$ cat config.mk
export PLATFORM = sky130hd
export DESIGN_NAME = vrfe_pack
export DESIGN_NICKNAME = d
export VERILOG_FILES = /design/src/hw/rtl/vrfe_pkg.sv /design/src/hw/rtl/vrfe_pack.sv
export SDC_FILE = /design/constraint.sdc
export NUM_CORES = 1
export LEC_CHECK = 0
export ABC_AREA = 1
export BUFFER_PORTS_ARGS = -buffer_cell sky130_fd_sc_hd__buf_4
export CAP_MARGIN = 15
export CORE_MARGIN = 2
export CORE_UTILIZATION = 50
export DETAILED_ROUTE_END_ITERATION = 8
export PLACE_DENSITY = 0.95
export REMOVE_ABC_BUFFERS = 1
export SLEW_MARGIN = 20
export SYNTH_ARGS = -nofsm -noshare
export SYNTH_HDL_FRONTEND = slang
export SYNTH_SLANG_ARGS = --single-unit
$ cat constraint.sdc
create_clock -name vclk -period 0.9
set_clock_uncertainty 0.05 [all_clocks]
set_input_delay 0 -clock vclk [all_inputs]
set_output_delay 0 -clock vclk [all_outputs]
set_load 0.02 [all_outputs]
$ cat src/hw/rtl/vrfe_pkg.sv
// vrfe_pkg: types and constants shared by the rectangle fill engine files
// no dependencies
package vrfe_pkg;

    localparam int SHIFT_W = 4;
    localparam int CFG_IDX_W = 2;
    localparam int PIX_W = 16;
    localparam int COORD_W = 16;
    localparam int CHAN_W = 8;
    localparam int PX_W = 10;
    localparam int PY_W = 9;

    // request kinds
    localparam logic REQ_FILL = 1'b0;
    localparam logic REQ_READ = 1'b1;

    // configuration register indexes
    localparam logic [CFG_IDX_W-1:0] CFG_RED_SHIFT   = 2'd0;
    localparam logic [CFG_IDX_W-1:0] CFG_GREEN_SHIFT = 2'd1;
    localparam logic [CFG_IDX_W-1:0] CFG_BLUE_SHIFT  = 2'd2;
    localparam logic [CFG_IDX_W-1:0] CFG_FLAG_SHIFT  = 2'd3;

    localparam logic [SHIFT_W-1:0] RED_SHIFT_RST   = 4'd11;
    localparam logic [SHIFT_W-1:0] GREEN_SHIFT_RST = 4'd6;
    localparam logic [SHIFT_W-1:0] BLUE_SHIFT_RST  = 4'd0;
    localparam logic [SHIFT_W-1:0] FLAG_SHIFT_RST  = 4'd5;

    typedef struct packed {
        logic [SHIFT_W-1:0] red_shift;
        logic [SHIFT_W-1:0] green_shift;
        logic [SHIFT_W-1:0] blue_shift;
        logic [SHIFT_W-1:0] flag_shift;
    } t_cfg;

    typedef struct packed {
        logic                      req_type;
        logic signed [COORD_W-1:0] rect_x;
        logic signed [COORD_W-1:0] rect_y;
        logic signed [COORD_W-1:0] rect_w;
        logic signed [COORD_W-1:0] rect_h;
        logic [CHAN_W-1:0]         red;
        logic [CHAN_W-1:0]         green;
        logic [CHAN_W-1:0]         blue;
        logic [PX_W-1:0]           pixel_x;
        logic [PY_W-1:0]           pixel_y;
    } t_req;

    typedef struct packed {
        logic             accepted;
        logic [PIX_W-1:0] pixel_data;
    } t_rsp;

endpackage

$ cat src/hw/rtl/vrfe_pack.sv
// vrfe_pack: packs 8-bit rgb into the 16-bit pixel format set by the shift registers
// depends on vrfe_pkg
module vrfe_pack (
    input  vrfe_pkg::t_cfg                    i_cfg,
    input  logic [vrfe_pkg::CHAN_W-1:0]       i_red,
    input  logic [vrfe_pkg::CHAN_W-1:0]       i_green,
    input  logic [vrfe_pkg::CHAN_W-1:0]       i_blue,
    output logic [vrfe_pkg::PIX_W-1:0]        o_color
);
    import vrfe_pkg::*;

    logic [PIX_W-1:0] w_r5, w_g5, w_b5, w_flag;

    // top five bits of each channel, bits pushed past the msb drop off
    assign w_r5   = PIX_W'(i_red[CHAN_W-1 -: 5]);
    assign w_g5   = PIX_W'(i_green[CHAN_W-1 -: 5]);
    assign w_b5   = PIX_W'(i_blue[CHAN_W-1 -: 5]);
    assign w_flag = PIX_W'(1);

    assign o_color = (w_flag << i_cfg.flag_shift) | (w_r5 << i_cfg.red_shift)
                   | (w_g5 << i_cfg.green_shift) | (w_b5 << i_cfg.blue_shift);

endmodule

==> impl_metrics.ini, run 1 <==
[outcome]
status = aborted with a tool error
stop_stage = global routing
error_line = [ERROR DPL-0038] Utilization greater than 100%, impossible to legalize

[yosys]
yosysWarningCount = 0
ys_seq_area_share_pct = 0
avgSynthCellArea_um2 = 4.55
syn_area_mm2 = 0.00121
synth_cells = 265
synth_cell_types = 17

[place]
hpwl_um = 3660
place_ws_ps = -112
io_buffers = 47
gp_congestion = 1.03

[timing]
grt-worst-endpoint = o_color[10]
worstEpCategory = primary output

[clocking]
ctsHoldBuffers = 0

[global_routing]
grt_max_degree = 11

[die]
start_util_pct = 53.5
pin_count = 56
die_w_um = 53.1
rows = 17
die_y_um = 53.1
-- cells by family after synthesis --
kind of cell,after synthesis,share of synthesized area [%]
and+or+nand+nor,215,81.0
buffers and inverters,34,12.0
AOI/OAI and AO/OA,16,6.95
-- cells in the mapped netlist --
cell type,count,area share [%]
nand2_1,103,32
nand3_1,48,20
nor2_1,27,8.4
nand4_1,21,11
inv_1,15,4.7
a21oi_1,8,3.3
inv_2,8,2.5
nand2_2,8,4.1
buf_2,5,2.1
nand3_2,5,4.1
o21ai_0,5,2.1
buf_4,3,1.9
clkinv_1,3,0.93
nor3_1,2,0.83
o21ai_1,2,0.83
nand3b_1,1,0.62
o2111ai_1,1,0.73
-- stage by stage --
stage                     cell area, um^2  instances
after CTS                            1940        360
after detailed placement             1750        359
after global placement               1750        359
after floorplan                      1160        257
-- repair_timing --
| action | CTS |
|---|---|
| endpoints found under the setup margin | 15 |
| gates cloned | 0 |
| buffers inserted | 1 |
| resized for setup | 58 |
| pin swaps | 21 |
==> run 2: changes to the inputs <==
- CORE_AREA: not set -> 2 2 63 65
- CORE_MARGIN: 2 -> not set
- CORE_UTILIZATION: 50 -> not set
- DIE_AREA: not set -> 0 0 65 67
- PLACE_DENSITY: 0.95 -> not set
- PLACE_DENSITY_LB_ADDON: not set -> 0.15
==> run 2 against run 1 <==
Against the previous run:
- the flow now finishes, with violations (negative setup slack)
- synthesized cell count unchanged
- synthesized area unchanged
==> impl_metrics.ini, run 2 <==
[global_routing]
met1_usage_pct = 28.3
grt_pass1_vias = 1759
track_usage_pct = 21.3
grt_pass1_wl_um = 7510
top_usage_layer = met2
globalRouteMet2Util_pct = 39.3
grt_max_degree = 10
antenna_found_initial = 0
use_met3_pct = 0.338
gr-total-overflow = 0

[final_layout]
multi_input_area_mm2 = 0.00130
final_util_pct = 60.8
fillCellCount = 401
clock_buffers = 0
syn_to_final_growth_pct = 81.7
mostFrequentLayoutCells = nand2_1 (67), buf_4 (61), nand2_2 (41)
nets = 379
n_antenna_cell = 0
seqCellArea_um2 = 0
final_cells = 385
final_common_cell = nand2_1
drive_gt1_share_pct = 50.4
numSequentialCells = 0

[route]
drc_errors = 0
drtAntennaViolNets = 0
drt-total-wl_um = 4800
drt_pass1_iterations = 4
drt_iter0_drc = 102
dr_total_vias = 1937
viasPerCell = 5.03
wire_per_inst_um = 12.5

[timing]
finalSetupViolCount = 5
final_hold_viol_count = 0
rsz0062_at_grt = yes
max-slew-margin-rel_pct = 83.9
fin_crit_sh_pct = 104
slew_violations = 0
clock.fmax_mhz = 1070
tns_ps = -72.1
fin_ws_ps = -32.1
whs_ps = 393
tightest_slew_ps = 242
layout_min_cycle_time_ps = 932

[clocking]
ctsHoldBuffers = 0

[die]
rows = 22
die_y_um = 67
die-area_mm2 = 0.00436
die_w_um = 65
core_region_area_mm2 = 0.00361
start_util_pct = 33.4
pin_count = 56

[yosys]
yosysWarningCount = 0
synthTopCellsByArea = nand2_1 (32%), nand3_1 (20%), nand4_1 (11%)
synth_cells = 265
synth.top_cell.area_share_pct = 32.1
post-synth-top-area-cell = nand2_1
syn_area_mm2 = 0.00121
synth_cell_types = 17
synth_common_cells = nand2_1 (103), nand3_1 (48), nor2_1 (27)
synthMostInstantiatedCell = nand2_1
ys_seq_area_share_pct = 0
avgSynthCellArea_um2 = 4.55

[pwr]
p_leak_uw = 0.00113
peakVddDrop_mv = 0.304
powerDensity_mw_per_mm2 = 608

[outcome]
violations = negative setup slack
status = complete, but fails checks

[critical_path]
arrival_ps = 880
cp_cell_sequence = buf_12, clkinv_8, nand2_2, nand3_2, nand2_2, nand2_2, nand3_2, nand2_1, inv_1, nand2_1, buf_4
crit_path_top_delay_cell = buf_4
crit_type = input port to output pin
crit_top_cell = nand2_2
crit_required_ps = 850
max_stage_delay_ps = 150
endpoint_kind = output pin
startpoint_type = input port
crit_fanout = 6

[worst_hold_path]
hold_class = input port to output pin

[place]
place_ws_ps = -103
io_buffers = 47
hpwl_um = 3830
placed_cells = 384
gp_congestion = 0.887

[job]
drv_cap = 0
==> run 2: cell counts after synthesis <==
Identical to the previous run, type by type.
==> run 2: report_power, final <==
part / switching (uW) / internal, uW
logic: 743 / 590
clock network: 0 / 0
registers: 0 / 0
==> run 2: critical path: cells and delay by family <==
family | cells | cell delay [ps]
simple gates | 7 | 500
buf+inv | 4 | 380
==> run 2: logic make-up (layout without fill, tap and decap cells) <==
logic type | Yosys count | count (layout) | synth area share [%]
compound gates | 16 | 16 | 6.95
buf+inv | 34 | 106 | 12.0
simple gates | 215 | 215 | 81.0
==> run 2: timing repair <==
item,CTS,global route
gates resized for setup,67,45
setup endpoints to repair,15,15
pin swaps,29,16
buffers inserted,0,1
==> run 2: layer usage <==
metal | share of wire (%) | wire [um]
met1 | 46 | 2220
met2 | 49 | 2360
met3 | 3.7 | 177
met4 | 0.88 | 42
met5 | 0 | 0
==> run 2: layout make-up <==
| type | count | area share, % |
|---|---|---|
| tap | 48 | 2.74 |
| timing repair buffer | 80 | 31.4 |
| multi-input combinational | 231 | 59.3 |
| inverter | 26 | 6.51 |
==> run 2: metrics by stage <==
step	cell area [um^2]	power, uW
after global routing	2190	1440
after global placement	1820	1100
after detailed placement	1820	1100
final	2190	1330
after floorplan	1160	559
after CTS	2040	1230
==> run 2: path summary, 6_finish.rpt <==
check / startpoint / endpoint / cells past startpoint
worst max-delay path: i_cfg[8] / o_color[7] / 11
worst min-delay path: i_cfg[11] / o_color[10] / 4
Note: power is estimated with default switching activity, not from simulation.
